### src/hw/rtl/twbcd_pkg.sv
`timescale 1ns / 1ps
`default_nettype none
// ----------------------------------------------------------------------------
// Three-wire BCD register access package
// Shared types and codes for the front end, the job queue and the serializer.
// ----------------------------------------------------------------------------
package twbcd_pkg;

    // Request codes on the input side.
    localparam logic [1:0] CMD_WRITE  = 2'd0;
    localparam logic [1:0] CMD_READ   = 2'd1;
    localparam logic [1:0] CMD_SAMPLE = 2'd2;

    // Job kinds handed from the front end to the serializer.
    localparam logic [2:0] KIND_WRITE     = 3'd0;
    localparam logic [2:0] KIND_READ      = 3'd1;
    localparam logic [2:0] KIND_BIT_ACK   = 3'd2;
    localparam logic [2:0] KIND_READ_DONE = 3'd3;
    localparam logic [2:0] KIND_ERROR     = 3'd4;

    // Final slot index of the multi-slot jobs.
    localparam logic [4:0] WRITE_LAST_SLOT = 5'd16;
    localparam logic [4:0] READ_LAST_SLOT  = 5'd8;

    // Depth of the queue between front end and serializer.
    localparam int JOBQ_DEPTH = 2;
    localparam int JOBQ_PTR_W = $clog2(JOBQ_DEPTH);
    localparam int JOBQ_CNT_W = $clog2(JOBQ_DEPTH + 1);

    // Reciprocal multiply for division by ten of an 8-bit value.
    localparam logic [7:0] DIV10_MUL   = 8'd205;
    localparam int         DIV10_SHIFT = 11;

    typedef struct packed {
        logic [1:0] cmd;
        logic [7:0] address;
        logic [7:0] value;
        logic       sampled_bit;
    } item_t;

    typedef struct packed {
        logic       chip_enable;
        logic       drive_data;
        logic       data_bit;
        logic       clock_pulse;
        logic [7:0] read_value;
        logic       read_done;
        logic       error;
        logic       last;
    } result_t;

    typedef struct packed {
        logic [2:0]  kind;
        logic [15:0] word;
        logic [7:0]  read_value;
    } job_t;

endpackage
`default_nettype wire

### src/hw/rtl/twbcd_front.sv
`timescale 1ns / 1ps
`default_nettype none
// ----------------------------------------------------------------------------
// Front end
// Accepts request transactions, tracks the read phase and turns each item
// into one job for the serializer.
// ----------------------------------------------------------------------------
module twbcd_front (
    input  wire logic             clk,
    input  wire logic             rst_n,
    input  wire logic             push,
    input  wire twbcd_pkg::item_t item,
    input  wire logic             q_full,
    output logic                  q_push,
    output twbcd_pkg::job_t       q_job
);

    logic       awaiting_reg, awaiting_next;
    logic [7:0] rx_bits_reg, rx_bits_next;
    logic [2:0] bit_pos_reg, bit_pos_next;

    logic [15:0] div_prod;
    logic [4:0]  tens;
    logic [7:0]  tens_x10;
    logic [7:0]  ones;
    logic [7:0]  bcd_byte;
    logic [7:0]  rx_with_bit;
    logic [7:0]  rx_final;
    logic [7:0]  bcd_to_dec;

    assign q_push = push & ~q_full;

    // Value to BCD: divide by ten through a reciprocal multiply.
    always_comb
    begin
        div_prod = 16'(item.value) * 16'(twbcd_pkg::DIV10_MUL);
        tens     = div_prod[15:twbcd_pkg::DIV10_SHIFT];
        tens_x10 = 8'({tens, 3'b000}) + 8'({tens, 1'b0});
        ones     = item.value - tens_x10;
        bcd_byte = {tens[3:0], ones[3:0]};
    end

    // Received byte with the current sample, and its decimal value.
    always_comb
    begin
        rx_with_bit = rx_bits_reg | (8'(item.sampled_bit) << bit_pos_reg);
        rx_final    = rx_bits_reg | {item.sampled_bit, 7'b0000000};
        bcd_to_dec  = 8'({rx_final[7:4], 3'b000}) + 8'({rx_final[7:4], 1'b0})
                    + 8'(rx_final[3:0]);
    end

    // Classify the transaction against the current phase.
    always_comb
    begin
        q_job          = '0;
        q_job.kind     = twbcd_pkg::KIND_ERROR;
        awaiting_next  = awaiting_reg;
        rx_bits_next   = rx_bits_reg;
        bit_pos_next   = bit_pos_reg;
        unique case (item.cmd)
            twbcd_pkg::CMD_WRITE:
            begin
                if (!awaiting_reg)
                begin
                    q_job.kind = twbcd_pkg::KIND_WRITE;
                    q_job.word = {bcd_byte, item.address};
                end
            end
            twbcd_pkg::CMD_READ:
            begin
                if (!awaiting_reg)
                begin
                    q_job.kind    = twbcd_pkg::KIND_READ;
                    q_job.word    = {8'h00, item.address + 8'd1};
                    awaiting_next = 1'b1;
                    rx_bits_next  = '0;
                    bit_pos_next  = '0;
                end
            end
            twbcd_pkg::CMD_SAMPLE:
            begin
                if (awaiting_reg)
                begin
                    if (bit_pos_reg == 3'd7)
                    begin
                        q_job.kind       = twbcd_pkg::KIND_READ_DONE;
                        q_job.read_value = bcd_to_dec;
                        awaiting_next    = 1'b0;
                        rx_bits_next     = '0;
                        bit_pos_next     = '0;
                    end
                    else
                    begin
                        q_job.kind   = twbcd_pkg::KIND_BIT_ACK;
                        rx_bits_next = rx_with_bit;
                        bit_pos_next = bit_pos_reg + 3'd1;
                    end
                end
            end
            default:
            begin
                q_job.kind = twbcd_pkg::KIND_ERROR;
            end
        endcase
    end

    // Phase state advances only on an accepted transaction.
    always_ff @(posedge clk or negedge rst_n)
    begin
        if (!rst_n)
        begin
            awaiting_reg <= 1'b0;
            rx_bits_reg  <= '0;
            bit_pos_reg  <= '0;
        end
        else if (q_push)
        begin
            awaiting_reg <= awaiting_next;
            rx_bits_reg  <= rx_bits_next;
            bit_pos_reg  <= bit_pos_next;
        end
    end

endmodule
`default_nettype wire

### src/hw/rtl/twbcd_jobq.sv
`timescale 1ns / 1ps
`default_nettype none
// ----------------------------------------------------------------------------
// Job queue
// Short first-in first-out buffer that decouples the front end from the
// serializer.
// ----------------------------------------------------------------------------
module twbcd_jobq (
    input  wire logic            clk,
    input  wire logic            rst_n,
    input  wire logic            wr_en,
    input  wire twbcd_pkg::job_t wr_job,
    input  wire logic            rd_en,
    output twbcd_pkg::job_t      head,
    output logic                 full,
    output logic                 empty
);

    twbcd_pkg::job_t entry_reg [twbcd_pkg::JOBQ_DEPTH];

    logic [twbcd_pkg::JOBQ_PTR_W-1:0] wr_ptr_reg;
    logic [twbcd_pkg::JOBQ_PTR_W-1:0] rd_ptr_reg;
    logic [twbcd_pkg::JOBQ_CNT_W-1:0] count_reg, count_next;
    logic                             do_wr;
    logic                             do_rd;

    assign full  = (count_reg == twbcd_pkg::JOBQ_CNT_W'(twbcd_pkg::JOBQ_DEPTH));
    assign empty = (count_reg == '0);
    assign head  = entry_reg[rd_ptr_reg];
    assign do_wr = wr_en & ~full;
    assign do_rd = rd_en & ~empty;

    // Occupancy bookkeeping.
    always_comb
    begin
        count_next = count_reg;
        if (do_wr && !do_rd)
        begin
            count_next = count_reg + 1'b1;
        end
        else if (do_rd && !do_wr)
        begin
            count_next = count_reg - 1'b1;
        end
    end

    always_ff @(posedge clk or negedge rst_n)
    begin
        if (!rst_n)
        begin
            wr_ptr_reg <= '0;
            rd_ptr_reg <= '0;
            count_reg  <= '0;
        end
        else
        begin
            count_reg <= count_next;
            if (do_wr)
            begin
                wr_ptr_reg <= wr_ptr_reg + 1'b1;
            end
            if (do_rd)
            begin
                rd_ptr_reg <= rd_ptr_reg + 1'b1;
            end
        end
    end

    // Entry storage.
    always_ff @(posedge clk)
    begin
        if (do_wr)
        begin
            entry_reg[wr_ptr_reg] <= wr_job;
        end
    end

endmodule
`default_nettype wire

### src/hw/rtl/twbcd_back.sv
`timescale 1ns / 1ps
`default_nettype none
// ----------------------------------------------------------------------------
// Slot serializer
// Expands the job at the head of the queue into bus bit slots, one per cycle while
// the registered result stage is free or being popped.
// ----------------------------------------------------------------------------
module twbcd_back (
    input  wire logic            clk,
    input  wire logic            rst_n,
    input  wire twbcd_pkg::job_t head,
    input  wire logic            q_empty,
    output logic                 q_pop,
    input  wire logic            pop,
    output logic                 empty,
    output twbcd_pkg::result_t   result
);

    logic [4:0]         slot_reg;
    logic               out_valid_reg;
    twbcd_pkg::result_t out_reg;
    twbcd_pkg::result_t slot;
    logic               advance;
    logic               word_bit;

    assign advance  = ~q_empty & (~out_valid_reg | pop);
    assign q_pop    = advance & slot.last;
    assign word_bit = head.word[slot_reg[3:0]];
    assign empty    = ~out_valid_reg;
    assign result   = out_reg;

    // Build the slot for the current job and slot index.
    always_comb
    begin
        slot = '0;
        unique case (head.kind)
            twbcd_pkg::KIND_WRITE:
            begin
                slot.drive_data = 1'b1;
                if (slot_reg == twbcd_pkg::WRITE_LAST_SLOT)
                begin
                    slot.last = 1'b1;
                end
                else
                begin
                    slot.chip_enable = 1'b1;
                    slot.data_bit    = word_bit;
                    slot.clock_pulse = 1'b1;
                end
            end
            twbcd_pkg::KIND_READ:
            begin
                slot.chip_enable = 1'b1;
                if (slot_reg == twbcd_pkg::READ_LAST_SLOT)
                begin
                    slot.last = 1'b1;
                end
                else
                begin
                    slot.drive_data  = 1'b1;
                    slot.data_bit    = word_bit;
                    slot.clock_pulse = 1'b1;
                end
            end
            twbcd_pkg::KIND_BIT_ACK:
            begin
                slot.chip_enable = 1'b1;
                slot.clock_pulse = 1'b1;
                slot.last        = 1'b1;
            end
            twbcd_pkg::KIND_READ_DONE:
            begin
                slot.read_value = head.read_value;
                slot.read_done  = 1'b1;
                slot.last       = 1'b1;
            end
            default:
            begin
                slot.error = 1'b1;
                slot.last  = 1'b1;
            end
        endcase
    end

    // Slot counter and result stage control.
    always_ff @(posedge clk or negedge rst_n)
    begin
        if (!rst_n)
        begin
            slot_reg      <= '0;
            out_valid_reg <= 1'b0;
        end
        else
        begin
            if (advance)
            begin
                out_valid_reg <= 1'b1;
                slot_reg      <= slot.last ? 5'd0 : slot_reg + 5'd1;
            end
            else if (pop)
            begin
                out_valid_reg <= 1'b0;
            end
        end
    end

    // Result payload.
    always_ff @(posedge clk)
    begin
        if (advance)
        begin
            out_reg <= slot;
        end
    end

endmodule
`default_nettype wire

### src/hw/rtl/three_wire_bcd_register_access_core.sv
`timescale 1ns / 1ps
`default_nettype none
// A transaction's first slot is registered in a job queue entry and then in the result register.
// Throughput: the serializer emits one slot per cycle while the result stage is free or popped; a
// write expands into 17 slots, a read request into 9, and a sampled bit or a rejected item into 1;
// a two-entry job queue lets new transactions in while earlier ones are still being serialized.
// Reset: rst_n clears the read phase, the queue and the result stage; no transaction is pending.
// ----------------------------------------------------------------------------
// Three-wire BCD register access core
// Master side of a chip-enable, clock and data register bus with BCD
// conversion of written and read values.
// ----------------------------------------------------------------------------
module three_wire_bcd_register_access_core (
    input  wire logic             clk,
    input  wire logic             rst_n,
    input  wire logic             push,
    output logic                  full,
    input  wire twbcd_pkg::item_t item,
    output logic                  empty,
    input  wire logic             pop,
    output twbcd_pkg::result_t    result
);

    logic            q_push;
    logic            q_pop;
    logic            q_full;
    logic            q_empty;
    twbcd_pkg::job_t q_job;
    twbcd_pkg::job_t q_head;

    assign full = q_full;

    // Front end: classification and read-phase tracking.
    twbcd_front u_front (
        .clk    (clk),
        .rst_n  (rst_n),
        .push   (push),
        .item   (item),
        .q_full (q_full),
        .q_push (q_push),
        .q_job  (q_job)
    );

    // Queue between front end and serializer.
    twbcd_jobq u_jobq (
        .clk    (clk),
        .rst_n  (rst_n),
        .wr_en  (q_push),
        .wr_job (q_job),
        .rd_en  (q_pop),
        .head   (q_head),
        .full   (q_full),
        .empty  (q_empty)
    );

    // Serializer and result stage.
    twbcd_back u_back (
        .clk     (clk),
        .rst_n   (rst_n),
        .head    (q_head),
        .q_empty (q_empty),
        .q_pop   (q_pop),
        .pop     (pop),
        .empty   (empty),
        .result  (result)
    );

    // The queue is never both full and empty.
    assert property (@(posedge clk) disable iff (!rst_n) !(q_full && q_empty))
        else $error("job queue reports full and empty together");

    // Error and read-completion slots always close their transaction.
    assert property (@(posedge clk) disable iff (!rst_n)
        (!empty && (result.error || result.read_done)) |-> result.last)
        else $error("single-slot result without last");

    // A completed read drops chip enable and releases the data line.
    assert property (@(posedge clk) disable iff (!rst_n)
        (!empty && result.read_done) |-> (!result.chip_enable && !result.drive_data))
        else $error("read completion slot with bus still active");

    // The queue only releases a job when the serializer emits its last slot.
    assert property (@(posedge clk) disable iff (!rst_n)
        q_pop |=> (!empty && result.last))
        else $error("job retired without a last slot");

endmodule
`default_nettype wire
### config.mk
export PLATFORM = sky130hd
export DESIGN_NAME = three_wire_bcd_register_access_core
export DESIGN_NICKNAME = d
export VERILOG_FILES = /design/src/hw/rtl/twbcd_pkg.sv /design/src/hw/rtl/twbcd_front.sv /design/src/hw/rtl/twbcd_jobq.sv /design/src/hw/rtl/twbcd_back.sv /design/src/hw/rtl/three_wire_bcd_register_access_core.sv
export SDC_FILE = /design/constraint.sdc
export NUM_CORES = 1
export LEC_CHECK = 0
export BUFFER_PORTS_ARGS = -buffer_cell sky130_fd_sc_hd__buf_4
export CELL_PAD_IN_SITES_DETAIL_PLACEMENT = 0
export CELL_PAD_IN_SITES_GLOBAL_PLACEMENT = 2
export CORE_MARGIN = 4
export CORE_UTILIZATION = 45
export DETAILED_ROUTE_END_ITERATION = 12
export PLACE_DENSITY = 0.85
export SYNTH_ARGS = -nofsm -noshare
export SYNTH_HDL_FRONTEND = slang
export SYNTH_SLANG_ARGS = --single-unit
### constraint.sdc
create_clock -name clk -period 8.2 [get_ports clk]
set_clock_uncertainty 0.05 [all_clocks]
set_input_delay 1.64 -clock clk [delete_from_list [all_inputs] [get_ports clk]]
set_output_delay 1.64 -clock clk [all_outputs]
set_load 0.02 [all_outputs]
# --- Yosys cells after proc, flatten, opt, wreduce, memory -nomap -nowiden ---
# Memories as Yosys holds them, arrays and structs flattened.
# Cells that the tools add are included.
totals:
  ff_bits: 37
  latchBits: 0
  ram_bits: 54
  rom_bits: 0
  inputBits: 23
  out_inout_bits: 17
  wordCells: 107
  n_memories: 1
classes:
  add_sub_neg: 11
  multipliers: 1
  div: 0
  magnitude_cmp: 1
  eq_ne: 11
  shift: 1
  muxes: 40
  n_bitwise: 11
  n_reduce_logical: 14
mem_list:
  columns: ["name", "words", "word_bits", "read_ports", "rd_clocked_by_memory_dff", "wr", "line", "rtl"]
  rows:
  - ["u_jobq.entry_reg", 2, 27, 1, 0, 1, "twbcd_jobq.sv:19", "twbcd_pkg::job_t entry_reg [twbcd_pkg::JOBQ_DEPTH];"]
ops:
  columns: ["operator", "count"]
  rows:
  - ["8-bit two-way mux", 6]
  - ["19-bit two-way mux", 2]
  - ["16-bit one-hot mux with 2 select lines", 1]
  - ["8-bit bitwise OR", 2]
  - ["8-bit one-hot mux with 2 select lines", 1]
  - ["8-bit by 8-bit multiplier with 15-bit output (second input constant)", 1]
  - ["3-bit two-way mux", 5]
  - ["1-bit two-way mux", 13]
  - ["3-bit one-hot mux with 3 select lines", 1]
  - ["7-bit by 5-bit adder with 8-bit output", 1]
  - ["8-bit by 1-bit adder with 8-bit output (second input constant)", 1]
  - ["8-bit by 4-bit adder with 8-bit output", 1]
  - ["1-bit by 3-bit left shift with 8-bit output", 1]
  - ["3-bit by 2-bit == test with 1-bit output (second input constant)", 2]
  - ["2-bit two-way mux", 3]
  - ["1-bit one-hot mux with 2 select lines", 3]
  - ["3-bit one-hot mux with 2 select lines", 1]
  - ["2-bit nonzero test", 3]
  - ["5-bit by 1-bit adder with 5-bit output (second input constant)", 1]
  - ["1-bit bitwise AND", 5]
  - ["5-bit by 4-bit == test with 1-bit output (second input constant)", 1]
  - ["5-bit == test (second input constant)", 1]
  - ["4-bit by 5-bit < comparator with 1-bit output (second input constant)", 1]
  - ["5-bit two-way mux", 1]
  - ["25 further kinds", 32]

# --- Longest topological paths before layout ---
# Gate-level depths: netlist (run 1).
depth:
  ltp_word: 8
  mapped_depth: 19
  ltp_nobuf: 19

# --- Hierarchy ---
# From an unflattened synthesis (run 1), not the netlist that was laid out.
hier_totals:
  hier_cells: 457
  area_unflattened_um2: 5609.1
by_module_without_submodules:
  columns: ["mod", "instances", "cells_each", "area_each_um2", "seq_area_each_um2"]
  rows:
  - ["twbcd_front", 1, 269, 2302.2, 300.3]
  - ["twbcd_jobq", 1, 103, 2244.7, 1721.7]
  - ["twbcd_back", 1, 85, 1062.3, 600.6]

# --- Worst setup path after synthesis (run 1) ---
# Ideal clock, no wire load.
synth_timing:
  path_kind: "input port to flip-flop"
  from: "input item[1] in the netlist's numbering"
  to: "memory u_jobq.entry_reg[0][19] in the netlist's numbering, data pin"
  setup_time_ns: 0.262
  arrival_time_ns: 5.444
  t_required_ns: 7.888
  slack_ns: 2.444
  cell_stages: 19
  path_buffers: 0
  cell_sequence: "inv_1 -> ha_1 -> inv_1 -> ha_1 -> inv_1 -> fa_1 -> fa_1 -> inv_1 -> ha_1 -> or3_1 -> a31oi_1 -> o21ai_0 -> a21oi_1 -> xnor2_1 -> ha_1 -> nand2_1 -> nand2_1 -> xnor2_1 -> mux2_2"
synth_rtl:
  columns: ["element", "line", "rtl"]
  rows:
  - ["from (decl)", "three_wire_bcd_register_access_core.sv:18", "input wire twbcd_pkg::item_t item,"]
  - ["to (decl)", "twbcd_jobq.sv:19", null]

==> flow_summary_export.csv, run 1 <==
group,metric,value,unit
outcome,status,"finished, final reports clean",
hold_path,holdPathStages,1,
die,rows,39,
synthesis,synth_cell_types,38,
global_routing,gr-total-overflow,0,
die,die_w,116,microns
timing,fin_crit,5770,ps
worst_setup_path,critical_path_class,"in -> reg",
detailed_routing,drtIter0Drc,190,
global_routing,grtUsageTotal,15.0,%
global_routing,first_global_vias,3243,
placed_design,dp_hpwl,7180,microns
worst_setup_path,arrival,5800,ps
final_layout,diodes,0,
synthesis,synth_top_family_by_area,"adder cells",
timing,hold_viol_final,0,
power_and_ir_drop,p_leak,2.66,nW
synthesis,ys_seq_area_share,49.8,%
worst_setup_path,cp_max_fo,5,
placed_design,place_area,0.00572,sq mm
timing,finalMaxSlewViolations,0,
synthesis,synth-edff-count,69,
synthesis,muxShareOfSynthArea,6.55,%
detailed_routing,firstDrtPassIters,4,
placed_design,portBuffers,39,
synthesis,synth-compound-area-share,6.36,%
synthesis,synthTopCellsByCount,"edfxtp_1 (69), ha_1 (61), nor2_1 (46)",
detailed_routing,wl_per_cell,14.6,microns
timing,worst_slack,2430,ps
clock_tree,clock_tree.buffer_depth,2,
synthesis,yosysTopAreaCell,"edfxtp_1",
clock_tree,cts_tree,"built",
synthesis,synth_ff_type,"edfxtp_1",
detailed_routing,wl,9080,microns
synthesis,synth_top_area_share,39.3,%
flow_run,drv_cap,0,
synthesis,yosys_register_bits,91,
power_and_ir_drop,p_per_area,283,mW/mm^2
placed_design,gp_congestion,0.779,
timing,tightest_slew,1190,ps
detailed_routing,drc,0,
clock_tree,htreeDepth,3,
clock_tree,cts_sinks,91,
power_and_ir_drop,ir_worst_vdd,221,uV
placed_design,dpl.cell_count,607,
synthesis,synth_fa_ha_area_share,19.0,%
timing,finalSetupViolCount,0,
synthesis,ys_top_cells_by_area,"edfxtp_1 (39%), ha_1 (14%), dfrtp_1 (10%)",
final_layout,nNetsFinal,571,
detailed_routing,drtAntennaViolNets,0,
synthesis,avgSynthCellArea,12.2,sq um
die,die-height,116,microns
worst_setup_path,ff2ff_path_depth,9,
timing,slew_headroom,20.9,%
timing,rsz0062_at_grt,"false",
clock_tree,clk_pin_slew,60,ps
die,start_util,46.1,%
final_layout,largest_register_ffs,54,
clock_tree,insertion_delay,340,ps
timing,hold_slack,453,ps
synthesis,syn-cell-area,0.00527,sq mm
synthesis,synth_async_sr_flop_share,24.2,%
synthesis,synth_most_common_cell,"edfxtp_1",
clock_tree,post_cts_resized,0,
global_routing,grt_first_pass_wirelength,15800,microns
final_layout,final_cells,623,
final_layout,synthToLayoutAreaGrowth,14.2,%
clock_tree,holdBufCountCts,0,
clock_tree,postCtsSetupRepairBufs,0,
timing,fmax,173,MHz
synthesis,yosys.area_share.xor_xnor,4.46,%
worst_setup_path,worst_ep_required_time,8230,ps
synthesis,yosys_warnings,0,
detailed_routing,vias,3177,
die,core_area,0.0114,sq mm
placed_design,place_ws,2090,ps
global_routing,antenna_found_initial,0,
die,die_area,0.0135,sq mm
synthesis,synth_fp_nets,528,
synthesis,postSynthCellCount,432,
global_routing,grt_max_degree,28,
worst_setup_path,worstSetupEndpointType,"flop",
hold_path,min_path_type,"reg -> reg",
clock_tree,cts_root_buf,"clkbuf_16",
timing,min_period_over_period,70.4,%
clock_tree,cts_made_buffers,9,
final_layout,drive_gt1_share,14.6,%
die,boundaryPins,40,
timing,setup_tns,0,ps
synthesis,yosys.area_share.simple,10.2,%
detailed_routing,vias_per_cell,5.10,
final_layout,fin_area,0.00602,sq mm
worst_setup_path,critPathLaunchType,"primary input",
-- where the power goes --
group	internal [mW]	switching, mW	leakage [nW]	total, mW
sequential	0.641	0.0536	0.952	0.695
combinational	0.273	0.340	1.56	0.613
clock	0.234	0.164	0.145	0.397
total	1.15	0.558	2.66	1.71
-- stage by stage --
step | power [mW] | util, %
5_1_grt | 1.84 | 52.7
6_report | 1.71 | 52.7
3_3_place_gp | 1.32 | 50.1
2_1_floorplan | 1.15 | -
3_5_place_dp | 1.33 | 50.1
4_1_cts | 1.73 | 52.7
-- routing by layer --
| layer | GRT usage, % | share of wire [%] |
|---|---|---|
| met1 | 20.1 | 48 |
| met2 | 24.7 | 48 |
| met3 | 2.59 | 3.2 |
| met4 | 5.57 | 1.6 |
| met5 | 0 | 0 |
-- kinds of logic after synthesis --
family,Yosys count
flip-flops,91
AND/OR/NAND/NOR,117
XOR/XNOR,26
multiplexers,23
buffers and inverters,49
AO/OA/AOI/OAI,53
adder cells (fa/ha/maj),73
-- area by class of cell --
class | instances | area, sq um
fillers | 990 | 5400
flip-flops and latches | 91 | 2620
multi-input cells | 292 | 2460
repair buffers | 41 | 308
clock buffers | 12 | 268
well taps | 143 | 179
inverters | 40 | 150
clock inverters | 4 | 31.3
-- final timing paths --
path,from,end,slack [ps]
setup / recovery,item[1],u_jobq.entry_reg[0][19]$_DFFE_PP_,2430
hold / removal,u_jobq.count_reg[1]$_DFFE_PN0P_,u_jobq.count_reg[1]$_DFFE_PN0P_,450
setup reg to reg,u_jobq.rd_ptr_reg$_DFFE_PN0P_,u_jobq.count_reg[1]$_DFFE_PN0P_,5520
hold reg to reg,u_jobq.count_reg[1]$_DFFE_PN0P_,u_jobq.count_reg[1]$_DFFE_PN0P_,450
max in group asynchronous,rst_n,u_front.bit_pos_reg[2]$_DFFE_PN0P_,6720
min in group asynchronous,rst_n,u_back.slot_reg[2]$_DFFE_PN0P_,1140
-- cells in the final DEF, fill, tap and decap left out, drive strengths merged, types with 2 or more instances in the layout --
cell type and count:
o22ai 2, o21ai 14, ha 61, buf 41
mux2i 12, or3 2, dfrtp 22, a22oi 6
nand3 8, a31oi 4, inv 42, fa 12
a21o 5, nor3 5, nor2b 8, a21oi 13
xnor2 13, nand2b 6, a41oi 3, nor2 46
mux2 2, clkbuf 12, xor2 13, nand2 27
edfxtp 69, and2 8, and3 5, mux4 9
-- critical path, stage by stage --
cell and delay, ps:
buf_4 110, inv_1 40, ha_1 300, inv_1 70
ha_1 270, inv_1 50, fa_1 500, fa_1 540
inv_1 40, ha_1 190, or3_1 370, a31oi_1 200
o21ai_0 170, a21oi_1 200, xnor2_1 160, ha_1 290
nand2_1 70, nand2_1 60, xnor2_1 180, mux2_2 360
No activity file was read; power rests on OpenSTA's default activity.
==> inputs of run 2 (changes only) <==
--- a/config.mk
+++ b/config.mk
@@ -9,9 +9,9 @@
 export CELL_PAD_IN_SITES_DETAIL_PLACEMENT = 0
 export CELL_PAD_IN_SITES_GLOBAL_PLACEMENT = 2
 export CORE_MARGIN = 4
-export CORE_UTILIZATION = 45
+export CORE_UTILIZATION = 42
 export DETAILED_ROUTE_END_ITERATION = 12
-export PLACE_DENSITY = 0.85
+export PLACE_DENSITY = 0.81
 export SYNTH_ARGS = -nofsm -noshare
 export SYNTH_HDL_FRONTEND = slang
 export SYNTH_SLANG_ARGS = --single-unit
==> constraint.sdc (replaced) <==
create_clock -name clk -period 5.9 [get_ports clk]
set_clock_uncertainty 0.05 [all_clocks]
set_input_delay 1.18 -clock clk [delete_from_list [all_inputs] [get_ports clk]]
set_output_delay 1.18 -clock clk [all_outputs]
set_load 0.02 [all_outputs]
==> run 2 against run 1 <==
  * Core utilization fell by 2.7 points
  * First-iteration DRC count fell by 35%
  * Critical endpoint unchanged
  * Cell area rose by 1.1%
  * Worst setup slack got worse by 1900 ps
==> flow_summary_export.csv, run 2 (same netlist as run 1, synthesis figures left out) <==
group,metric,value,unit
global_routing,grt_max_degree,23,
global_routing,grt_first_pass_wirelength,15700,microns
timing,fmax,187,MHz
die,rows,40,
flow_run,drv_cap,0,
worst_setup_path,critical_path_class,"in -> reg",
timing,finalMaxSlewViolations,0,
global_routing,first_global_vias,3154,
clock_tree,cts_root_buf,"clkbuf_16",
final_layout,synthToLayoutAreaGrowth,15.4,%
hold_path,min_path_type,"reg -> reg",
clock_tree,cts_made_buffers,9,
worst_setup_path,cp_max_fo,5,
detailed_routing,vias_per_cell,4.88,
timing,setup_tns,0,ps
placed_design,dp_hpwl,7190,microns
worst_setup_path,arrival,5390,ps
final_layout,regArea,0.00262,sq mm
clock_tree,clock_tree.buffer_depth,2,
clock_tree,cts_sinks,91,
clock_tree,insertion_delay,340,ps
timing,hold_viol_final,0,
final_layout,drive_gt1_share,14.8,%
detailed_routing,wl,9230,microns
power_and_ir_drop,p_total,2.44,mW
die,die_area,0.0144,sq mm
worst_setup_path,worstSetupEndpointType,"flop",
power_and_ir_drop,p_per_area,401,mW/mm^2
detailed_routing,vias,3165,
power_and_ir_drop,p_leak,2.68,nW
timing,min_period_over_period,90.8,%
die,die_w,120,microns
final_layout,largest_register_ffs,54,
detailed_routing,drtIter0Drc,124,
detailed_routing,firstDrtPassIters,4,
die,boundaryPins,40,
final_layout,nNetsFinal,572,
timing,rsz0062_at_grt,"false",
die,die-height,120,microns
placed_design,portBuffers,39,
placed_design,gp_congestion,0.821,
final_layout,fill_cells,1073,
detailed_routing,drc,0,
global_routing,grtUsageTotal,13.7,%
final_layout,final_cell_mix,"edfxtp_1 (69), ha_1 (61), nor2_1 (46), buf_4 (42), inv_1 (40)",
clock_tree,htreeDepth,3,
timing,fin_crit,5360,ps
final_layout,multi_input_area,0.00246,sq mm
clock_tree,holdBufCountCts,0,
final_layout,diodes,0,
clock_tree,post_cts_resized,0,
clock_tree,cts_tree,"built",
worst_setup_path,worst_ep_required_time,5930,ps
die,start_util,43.3,%
detailed_routing,wl_per_cell,14.2,microns
clock_tree,clk_pin_slew,70,ps
clock_tree,postCtsSetupRepairBufs,0,
timing,finalSetupViolCount,0,
final_layout,fin_util,50.0,%
timing,slew_headroom,51.6,%
detailed_routing,drtAntennaViolNets,0,
outcome,status,"finished, final reports clean",
final_layout,final_common_cell,"edfxtp_1",
global_routing,antenna_found_initial,0,
power_and_ir_drop,ir_worst_vdd,154,uV
die,core_area,0.0122,sq mm
global_routing,gr-total-overflow,0,
timing,tightest_slew,725,ps
worst_setup_path,critPathLaunchType,"primary input",
run 2: cell count changes in the layout (fill, tap and decap cells not counted), sizes merged:
cell | before | now
bufinv | 0 | 2
clkinv | 1 | 3
clkbuf | 12 | 9
clkinvlp | 1 | 0
buf | 41 | 42
run 2: cell type report:
type	count	area share, %
clock buffers	9	3.70
clock inverters	7	1.63
inverters	40	2.47
multi-input cells	292	40.4
flip-flops and latches	91	43.1
well taps	168	3.46
repair buffers	42	5.19
run 2: path summary, 6_finish.rpt:
path                                                     end  slack, ps  cells past startpoint                             start
max in group asynchronous      u_jobq.wr_ptr_reg$_DFFE_PN0P_       4880                      1                             rst_n
setup reg to reg             u_jobq.count_reg[1]$_DFFE_PN0P_       3190                     10     u_jobq.rd_ptr_reg$_DFFE_PN0P_
hold reg to reg             u_back.out_valid_reg$_DFFE_PN0P_        450                      2  u_back.out_valid_reg$_DFFE_PN0P_
hold / removal              u_back.out_valid_reg$_DFFE_PN0P_        450                      2  u_back.out_valid_reg$_DFFE_PN0P_
setup / recovery           u_jobq.entry_reg[0][19]$_DFFE_PP_        540                     20                           item[1]
min in group asynchronous     u_back.slot_reg[2]$_DFFE_PN0P_        680                      1                             rst_n
run 2: critical path, cell delays in order:
cell and delay [ps]:
buf_4 110, inv_1 40, ha_1 300, inv_1 70
ha_1 270, inv_1 50, fa_1 500, fa_1 540
inv_1 40, ha_1 190, or3_1 370, a31oi_1 220
o21ai_0 180, a21oi_1 210, xnor2_1 150, ha_1 280
nand2_1 70, nand2_1 60, xnor2_1 190, mux2_2 360
run 2: routing by layer:
| layer | track usage [%] | wire, microns | up-vias |
|---|---|---|---|
| met1 | 20.9 | 4880 | 1485 |
| li1 | - | - | 1623 |
| met2 | 19.3 | 3890 | 47 |
| met3 | 3.06 | 356 | 10 |
| met4 | 4.37 | 110 | 0 |
| met5 | 0 | 0 | - |
run 2: stage by stage:
step / std cells / instance area (sq um) / hold slack, ps / worst slack (ps)
2_1_floorplan: 432 / 5270 / 404 / 604
3_3_place_gp: 633 / 5760 / 429 / 334
3_5_place_dp: 633 / 5760 / 440 / 185
4_1_cts: 649 / 6080 / 459 / 527
5_1_grt: 649 / 6080 / 482 / 217
6_report: 649 / 6080 / 451 / 541
run 2: power by group:
part           total (mW)  leakage [nW]  switching [mW]  internal (mW)
registers           0.963         0.952          0.0738          0.889
clock network       0.612         0.158           0.238          0.374
logic               0.860          1.57           0.478          0.382
total                2.44          2.68           0.790           1.65
